===== src/hw/rtl/fcfr_pkg.sv =====
// Shared types and constants for the command frame receiver.
`default_nettype none

package fcfr_pkg;

  // Command codes carried in frame byte 1
  localparam logic [7:0] CMD_SET_PID   = 8'h11;
  localparam logic [7:0] CMD_SET_ACCEL = 8'h12;

  // Action codes reported with each result beat
  localparam logic [1:0] ACT_NONE    = 2'd0;
  localparam logic [1:0] ACT_PID     = 2'd1;
  localparam logic [1:0] ACT_ACCEL   = 2'd2;
  localparam logic [1:0] ACT_UNKNOWN = 2'd3;

  // Input kinds
  localparam logic KIND_BYTE    = 1'b0;
  localparam logic KIND_PROCESS = 1'b1;

  // Configuration register indexes (paddr[2])
  localparam logic REG_START_BYTE = 1'b0;
  localparam logic REG_END_BYTE   = 1'b1;

  localparam int APB_AW = 3;
  localparam int APB_DW = 32;

  // Packed result tdata: byte_taken, frame_waiting, gains, accel, zero fill
  localparam int OUT_DW = 72;
  localparam int IN_DW  = 8;

  // Stored frame contents that the decoder needs, plus the pending flag
  typedef struct packed {
    logic        pending;
    logic [7:0]  cmd;
    logic [15:0] word_a;  // bytes 2-3
    logic [15:0] word_b;  // bytes 4-5
    logic [15:0] word_c;  // bytes 6-7
  } frame_view_t;

  // Per-beat status from the frame store
  typedef struct packed {
    logic taken;
    logic waiting;
  } step_status_t;

  // Decoded command fields
  typedef struct packed {
    logic [1:0]  action;
    logic [15:0] gain_p;
    logic [15:0] gain_i;
    logic [15:0] gain_d;
    logic [15:0] accel_value;
  } cmd_fields_t;

endpackage

`default_nettype wire


===== src/hw/rtl/fcfr_frame.sv =====
// Frame store, fill count and pending flag of the command frame receiver.
`default_nettype none

module fcfr_frame #(
  parameter int FRAME_LEN = 10
) (
  input  wire logic                 clk,
  input  wire logic                 rst,
  input  wire logic                 step,
  input  wire logic                 kind,
  input  wire logic [7:0]           data_byte,
  input  wire logic [7:0]           start_byte,
  input  wire logic [7:0]           end_byte,
  output fcfr_pkg::frame_view_t     view,
  output fcfr_pkg::step_status_t    status
);

  localparam int IW = $clog2(FRAME_LEN);

  logic [IW-1:0] fill;
  logic [IW-1:0] fill_next;
  logic          pending;
  logic          pending_next;
  logic          wr_en;
  logic          last_pos;
  logic [7:0]    store [FRAME_LEN];

  // Decide whether this byte enters the store and how the state moves
  always_comb begin
    wr_en        = 1'b0;
    fill_next    = fill;
    pending_next = pending;
    last_pos     = (fill == IW'(FRAME_LEN - 1));
    if (kind == fcfr_pkg::KIND_BYTE) begin
      if (!pending && ((fill == '0 && data_byte == start_byte) || fill != '0)) begin
        wr_en = 1'b1;
        if (last_pos) begin
          fill_next    = '0;
          pending_next = (data_byte == end_byte);
        end else begin
          fill_next = fill + IW'(1);
        end
      end
    end else begin
      // A process request consumes the pending frame
      pending_next = 1'b0;
    end
  end

  always_ff @(posedge clk) begin
    if (rst) begin
      fill    <= '0;
      pending <= 1'b0;
    end else if (step) begin
      fill    <= fill_next;
      pending <= pending_next;
    end
  end

  // Store the byte at the fill position
  always_ff @(posedge clk) begin
    if (step && wr_en) begin
      store[fill] <= data_byte;
    end
  end

  assign view.pending = pending;
  assign view.cmd     = store[1];
  assign view.word_a  = {store[2], store[3]};
  assign view.word_b  = {store[4], store[5]};
  assign view.word_c  = {store[6], store[7]};

  assign status.taken   = wr_en;
  assign status.waiting = pending_next;

endmodule

`default_nettype wire


===== src/hw/rtl/fcfr_decode.sv =====
// Command decoder: turns a pending frame into action and value fields.
`default_nettype none

module fcfr_decode (
  input  wire logic                  kind,
  input  fcfr_pkg::frame_view_t      view,
  output fcfr_pkg::cmd_fields_t      fields
);

  always_comb begin
    fields = '0;
    if (kind == fcfr_pkg::KIND_PROCESS && view.pending) begin
      case (view.cmd)
        fcfr_pkg::CMD_SET_PID: begin
          fields.action = fcfr_pkg::ACT_PID;
          fields.gain_p = view.word_a;
          fields.gain_i = view.word_b;
          fields.gain_d = view.word_c;
        end
        fcfr_pkg::CMD_SET_ACCEL: begin
          fields.action      = fcfr_pkg::ACT_ACCEL;
          fields.accel_value = view.word_a;
        end
        default: begin
          fields.action = fcfr_pkg::ACT_UNKNOWN;
        end
      endcase
    end
  end

endmodule

`default_nettype wire


===== src/hw/rtl/fixed_length_command_frame_receiver_core.sv =====
// Top level of the fixed-length command frame receiver.
//
//   Channel  Dir  Handshake                 Payload
//   s_*      in   s_tvalid/s_tready         tdata: data_byte; tuser: kind
//   m_*      out  m_tvalid/m_tready         tdata: flags, gains, accel; tuser: action
//   APB      in   psel/penable/pwrite       start_byte (0x0), end_byte (0x4)
//
// One beat per cycle sustained while m_* does not stall; each beat passes from s_* to m_*
// through the input register, then the result register. Synchronous active-high reset
// clears fill count, pending flag and both valid flags; the frame store is
// not cleared. A stall on m_* holds the result; s_tready stays high while
// the input register is empty, so one beat is taken during a stall.
`default_nettype none

module fixed_length_command_frame_receiver_core #(
  parameter int FRAME_LEN = 10
) (
  input  wire logic                         clk,
  input  wire logic                         rst,
  // Input stream
  input  wire logic                         s_tvalid,
  output logic                              s_tready,
  input  wire logic [fcfr_pkg::IN_DW-1:0]   s_tdata,   // [7:0] data_byte
  input  wire logic                         s_tuser,   // [0] kind
  // Result stream
  output logic                              m_tvalid,
  input  wire logic                         m_tready,
  // [0] byte_taken, [1] frame_waiting, [17:2] gain_p, [33:18] gain_i,
  // [49:34] gain_d, [65:50] accel_value, [71:66] zero
  output logic [fcfr_pkg::OUT_DW-1:0]       m_tdata,
  output logic [1:0]                        m_tuser,   // [1:0] action
  // Configuration
  input  wire logic                         psel,
  input  wire logic                         penable,
  input  wire logic                         pwrite,
  input  wire logic [fcfr_pkg::APB_AW-1:0]  paddr,
  input  wire logic [fcfr_pkg::APB_DW-1:0]  pwdata,
  output logic [fcfr_pkg::APB_DW-1:0]       prdata,
  output logic                              pready
);

  logic       start_byte;
  logic [7:0] start_val;
  logic [7:0] end_val;
  logic       cfg_wr;

  logic       in_valid;
  logic       in_kind;
  logic [7:0] in_byte;
  logic       advance;
  logic       step;

  fcfr_pkg::frame_view_t  view;
  fcfr_pkg::step_status_t status;
  fcfr_pkg::cmd_fields_t  fields;

  // Configuration registers
  assign pready = 1'b1;
  assign cfg_wr = psel && penable && pwrite && pready;
  assign start_byte = (paddr[2] == fcfr_pkg::REG_START_BYTE);

  always_ff @(posedge clk) begin
    if (rst) begin
      start_val <= 8'd0;
      end_val   <= 8'd0;
    end else if (cfg_wr) begin
      if (start_byte) begin
        start_val <= pwdata[7:0];
      end else begin
        end_val <= pwdata[7:0];
      end
    end
  end

  always_comb begin
    prdata = '0;
    case (paddr[2])
      fcfr_pkg::REG_START_BYTE: prdata[7:0] = start_val;
      fcfr_pkg::REG_END_BYTE:   prdata[7:0] = end_val;
      default:                  prdata      = '0;
    endcase
  end

  // Pipeline control: advance when the result register is free or drains
  assign advance  = !m_tvalid || m_tready;
  assign s_tready = !in_valid || advance;
  assign step     = in_valid && advance;

  // Input register
  always_ff @(posedge clk) begin
    if (rst) begin
      in_valid <= 1'b0;
    end else if (s_tready) begin
      in_valid <= s_tvalid;
    end
  end

  always_ff @(posedge clk) begin
    if (s_tvalid && s_tready) begin
      in_kind <= s_tuser;
      in_byte <= s_tdata[7:0];
    end
  end

  fcfr_frame #(
    .FRAME_LEN (FRAME_LEN)
  ) u_frame (
    .clk        (clk),
    .rst        (rst),
    .step       (step),
    .kind       (in_kind),
    .data_byte  (in_byte),
    .start_byte (start_val),
    .end_byte   (end_val),
    .view       (view),
    .status     (status)
  );

  fcfr_decode u_decode (
    .kind   (in_kind),
    .view   (view),
    .fields (fields)
  );

  // Result register
  always_ff @(posedge clk) begin
    if (rst) begin
      m_tvalid <= 1'b0;
    end else if (advance) begin
      m_tvalid <= in_valid;
    end
  end

  always_ff @(posedge clk) begin
    if (step) begin
      m_tdata <= {6'd0, fields.accel_value, fields.gain_d, fields.gain_i,
                  fields.gain_p, status.waiting, status.taken};
      m_tuser <= fields.action;
    end
  end

endmodule

`default_nettype wire


===== config.mk =====
export PLATFORM = sky130hd
export DESIGN_NAME = fixed_length_command_frame_receiver_core
export DESIGN_NICKNAME = d
export VERILOG_FILES = /design/src/hw/rtl/fcfr_pkg.sv /design/src/hw/rtl/fcfr_frame.sv /design/src/hw/rtl/fcfr_decode.sv /design/src/hw/rtl/fixed_length_command_frame_receiver_core.sv
export SDC_FILE = /design/constraint.sdc
export NUM_CORES = 1
export LEC_CHECK = 0
export BUFFER_PORTS_ARGS = -buffer_cell sky130_fd_sc_hd__buf_4
export CORE_MARGIN = 3
export CORE_UTILIZATION = 45
export CTS_CLUSTER_DIAMETER = 50
export DETAILED_ROUTE_END_ITERATION = 10
export MAX_ROUTING_LAYER = met4
export PLACE_DENSITY = 0.79
export SYNTH_ARGS = -nofsm -noshare
export SYNTH_HDL_FRONTEND = slang
export SYNTH_SLANG_ARGS = --single-unit
export TNS_END_PERCENT = 10

===== constraint.sdc =====
create_clock -name clk -period 5.05 [get_ports clk]
set_input_delay 0.7575 -clock clk [delete_from_list [all_inputs] [get_ports clk]]
set_output_delay 0.7575 -clock clk [all_outputs]
set_load 0.01 [all_outputs]

== Word-level counts from Yosys, hierarchy flattened ==
Memory sizes are Yosys's and may differ from the RTL's. A register that Yosys moved wholly into a read port is not among the register bits.
Index checks and enable logic that the tools add are counted.

* Register bits after elaboration: 100
* Memory bits (writable): 80
* Input bits: 51
* Output and inout port bits: 109
* Word-level logic and storage cells: 56
* Memories: 1

* Add/sub/neg operators: 1
* Equality and inequality tests: 5
* Multiplexer cells: 10
* Bitwise gates (word level): 2
* Reductions and logical operators: 25

{| class="wikitable"
|+ Memories
! memory !! depth !! bits a word !! rd ports !! clocked after memory_dff !! wr ports !! line !! source
|-
| u_frame.store || 10 || 8 || 7 || 4 || 1 || fcfr_frame.sv:26 || <nowiki>logic [7:0] store [FRAME_LEN];</nowiki>
|}

{| class="wikitable"
|+ Operators with widths
! cell !! number
|-
| 8-bit by 5-bit == test with 1-bit output, second input constant || 2
|-
| 8-bit == test || 2
|-
| 8-bit case mux with 2 select lines || 1
|-
| 1-bit logical AND || 8
|-
| 2-bit AND reduction || 4
|-
| 1-bit logical NOT || 7
|-
| 1-bit two-way mux || 7
|-
| 4-bit by 1-bit adder with 4-bit output, second input constant || 1
|-
| 4-bit == test, second input constant || 1
|-
| 4-bit logical NOT || 1
|-
| 4-bit two-way mux || 1
|-
| 2-bit case mux with 2 select lines || 1
|-
| 4-bit nonzero test || 1
|-
| 1-bit logical OR || 3
|-
| 3-bit AND reduction || 1
|-
| 1-bit NOT || 2
|}

== Longest topological paths before layout ==
* Depth in word-level cells: 9
* Depth in mapped cells: 6
* Mapped depth without buffers: 4

== Hierarchy ==
From an unflattened synthesis, not the netlist that was laid out.

* Cells, all modules: 461
* Area, all modules: 6465.0 um^2

{| class="wikitable"
|+ Modules (own cells, without submodules)
! module !! times used !! cells an instance !! area each (um^2) !! seq. area each (um^2)
|-
| fixed_length_command_frame_receiver_core || 1 || 192 || 3439.5 || 2672.6
|-
| fcfr_frame || 1 || 126 || 2230.9 || 1781.7
|-
| fcfr_decode || 1 || 143 || 794.5 || 0.0
|}

== Worst setup path after synthesis ==
Ideal clock, no wire load.

* Path kind: input port to flip-flop
* From: input port m_tready
* To: register u_frame.pending
* Library setup time: 0.132 ns
* Data arrival time: 2.876 ns
* Required time: 4.918 ns
* Path slack: 2.042 ns
* Stages: 4
* Buffers on the path: 0
* Cells stage by stage: nand2b_1 and2_1 a21o_1 a21oi_1

* Longest elaborated chain between the ends: 2

{| class="wikitable"
|+ RTL lines
! item !! line !! source
|-
| start, declared || fixed_length_command_frame_receiver_core.sv:27 || <nowiki>input wire logic m_tready,</nowiki>
|-
| 1-bit logical OR || fixed_length_command_frame_receiver_core.sv:85 || <nowiki>assign advance = !m_tvalid || m_tready;</nowiki>
|-
| 1-bit logical AND || fixed_length_command_frame_receiver_core.sv:87 || <nowiki>assign step = in_valid && advance;</nowiki>
|-
| via step || fixed_length_command_frame_receiver_core.sv:51 || <nowiki>logic step;</nowiki>
|-
| end signal, assigned || fcfr_frame.sv:56 || <nowiki>pending <= pending_next;</nowiki>
|-
| end, declared || fcfr_frame.sv:22 || <nowiki>logic pending;</nowiki>
|}

The timed path passes the listed nets, and every way through them passes these cells.
A chain may end at the register's enable or synchronous reset.

== Worst setup path after layout ==
* From: register in_kind
* To: memory u_frame.store[1][3] (enable)

* Longest elaborated chain between the ends: 4

{| class="wikitable"
|+ RTL lines
! item !! line !! source
|-
| start, declared || fixed_length_command_frame_receiver_core.sv:48 || <nowiki>logic in_kind;</nowiki>
|-
| start signal, assigned || fixed_length_command_frame_receiver_core.sv:100 || <nowiki>in_kind <= s_tuser;</nowiki>
|-
| 1-bit two-way mux || fcfr_frame.sv:34 || <nowiki>if (kind == fcfr_pkg::KIND_BYTE) begin</nowiki>
|-
| 1-bit logical AND || fcfr_frame.sv:62 || <nowiki>if (step && wr_en) begin</nowiki>
|-
| 1-bit two-way mux || fcfr_frame.sv:62 ||
|-
| 1-bit two-way mux (implied by the code) || fcfr_frame.sv:63 || <nowiki>store[fill] <= data_byte;</nowiki>
|-
| end, declared || fcfr_frame.sv:26 ||
|}

No other way between the ends.

==> impl_metrics.ini <==
[yosys]
synth_edf_count = 133
netlist_area_um2 = 6021
yosys_warnings = 0
ys_seq_area_frac = 0.7398
syn_inst = 405
async_reset_ff_frac = 0
ys_types = 38
ys_ff_latch = 156
synthFlopType = edfxtp_1
syn_avg_cell_area_um2 = 14.87

[placement]
place_congestion = 0.8035
hpwl_um = 7388
numPortBuffers = 102

[die]
ios = 160
die_area_um2 = 14800
start_util = 0.4695
fp-row-count = 41
die_w_um = 121.7
fp.coreArea_um2 = 12820
die-height_um = 121.7

[pwr]
power.leakage_nw = 2.837
p_comb_frac = 0.037
p_switching_mw = 0.5544
vdd_drop_max_v = 0.0002012
p_per_area_nw_per_um2 = 383.2
switching_share = 0.1949
clkPwrFrac = 0.453
finalPower_mw = 2.844
p_seq_frac = 0.510
p_int_mw = 2.290

[hold_path]
worstHoldPathCells = 2
min_path_type = register to register

[worst_setup_path]
r2r_cells = 4
cp.depth = 4
cp_max_fo = 8
crit_buf_inv = 0
slowest_delay_ns = 0.82
path_cells = nor3b_2 > nand3_1 > or2_2 > nor3_1
critPathTopFamily = simple AND/OR/NAND/NOR gates
cp_data_arrival_time_ns = 2.51
cp.required_ns = 5.07
worstSetupPathType = register to register
crit_path_top_delay_cell = nor3_1
crit_path_end_kind = register
critPathLaunchType = register

[timing]
fin_tns_setup_ns = 0
finalMaxSlewViolations = 0
finalHoldViolations = 0
fin_skew_ns = 0.008452
period_share = 0.4930
rsz0062_at_grt = false
slew_headroom = 0.2338
worst_pin_slew_ns = 1.149
setup-violations-final = 0
fin_crit_ns = 2.489
fmax_mhz = 401.7

[finish]
area_growth_syn_to_layout_pct = 23.28
seq_area_um2 = 4454
final_nets = 565
drive_above_1_share = 0.2789
diodes = 0
multiInputGateArea_um2 = 1346
layout_common_cells = 133 x edfxtp_1, 104 x buf_4, 65 x and2_1
fillCellCount = 1008
layout_commonest_cell = edfxtp_1
finish.utilization = 0.5787

[global_routing]
grt_max_degree = 52
grt_overflow = 0
grt_pass1_vias = 3211
grt.total_usage = 0.1541
grt_pass1_wl_um = 16410
grt_antenna_before_repair = 0

[clock_tree]
cts.reportedPaths.clkPinSlew_ns = 0.06
cts_buffers = 17
ctsRootBufferMaster = clkbuf_16
htree_levels = 4
clock_latency_ns = 0.41
cts-resized-gates = 0
cts.sinks = 156
post_cts_buffers = 0
cts_tree = done
hold_buffers = 0
clk_path_buf_depth = 2

[drt]
drc_errors = 0
vias = 3315
drt_iter0_markers = 352
detail-route-antenna-nets = 0
avgViaCountPerCell = 4.742
wl_um = 10960
routedWlPerCell_um = 15.67
drt_first_pass_iters = 4

[outcome]
status = finished clean

[job]
cap_violations = 0
==> path summary, 6_finish.rpt <==
kind	slack, ns	end	from
hold / removal	0.49	end_val[1]	end_val[1]
hold reg to reg	0.49	end_val[1]	end_val[1]
setup reg to reg	2.56	u_frame.store[1][3]	in_kind
setup / recovery	2.56	u_frame.store[1][3]	in_kind
==> registers in the layout, indices dropped and copies added, names as in the netlist <==
register         flops
m_tuser              2
m_tdata             66
u_frame.pending      1
in_valid             1
u_frame.fill         4
start_val            8
m_tvalid             1
in_kind              1
end_val              8
in_byte              8
u_frame.store       56
==> Yosys cell counts (2+ instances only) <==
library cell | n | area share
nand2b_1 | 3 | 0.0031
buf_4 | 31 | 0.039
nand3_1 | 4 | 0.0033
or3_1 | 2 | 0.0021
inv_1 | 5 | 0.0031
conb_1 | 2 | 0.0012
nor2_1 | 13 | 0.0081
dfxtp_1 | 23 | 0.076
and2_1 | 66 | 0.069
mux2_2 | 8 | 0.015
clkbuf_2 | 2 | 0.0017
a21oi_1 | 20 | 0.017
nor4_1 | 5 | 0.0052
nand4_1 | 3 | 0.0031
buf_6 | 4 | 0.0075
nand2_1 | 39 | 0.024
nor3_1 | 3 | 0.0025
edfxtp_1 | 133 | 0.66
xor2_1 | 17 | 0.025
clkbuf_1 | 4 | 0.0025
==> kinds of logic (layout without fill, tap and decap cells) <==
logic type | count (synthesis) | count (layout) | share of synthesized area
other | 2 | 31 | 0.001247
buffers and inverters | 48 | 141 | 0.05486
xor gates and xnor gates | 18 | 18 | 0.02618
DFF | 156 | 156 | 0.7398
muxes | 8 | 8 | 0.01496
AOI/OAI and AO/OA | 26 | 26 | 0.02452
and+or+nand+nor | 147 | 147 | 0.1384
==> worst register-to-register path, stage by stage, from the launching register on <==
cell,delay (ns)
edfxtp_1,0.53
nor3b_2,0.24
nand3_1,0.17
or2_2,0.34
nor3_1,0.82
==> per-layer routing <==
layer | global-route usage | wire (um) | vias to the layer above
met5 | - | 0 | -
met4 | 0.05812 | 142 | 0
met3 | 0.03993 | 687 | 14
met2 | 0.2501 | 5348 | 145
met1 | 0.1871 | 4777 | 1580
li1 | - | - | 1576
==> power groups by stage <==
stage / clock network (mW) / logic (mW) / registers, mW
global placement: 0 / 0.104 / 1.48
floorplan: 0 / 0.0591 / 1.48
global route: 1.36 / 0.115 / 1.45
finish: 1.29 / 0.105 / 1.45
detailed placement: 0 / 0.106 / 1.48
CTS: 1.31 / 0.106 / 1.45
==> per-stage QoR <==
stage | cell area (um2) | setup slack, ns | hold WS, ns | cells
2_1_floorplan | 6130 | 2.042 | 0.4576 | 434
3_3_place_gp | 6815 | 2.360 | 0.4645 | 667
6_report | 7422 | 2.561 | 0.4890 | 699
5_1_grt | 7422 | 2.409 | 0.4951 | 699
3_5_place_dp | 6815 | 2.262 | 0.4775 | 667
4_1_cts | 7422 | 2.517 | 0.4873 | 699
==> cell type report <==
class	instances	share of cell area
well taps	172	0.02900
repair buffers	104	0.1052
clock inverters	13	0.02343
flip-flops and latches	156	0.6001
inverters	5	0.002529
multi-input cells	230	0.1814
clock buffers	19	0.05833
Note: power is estimated with default switching activity, not from simulation.
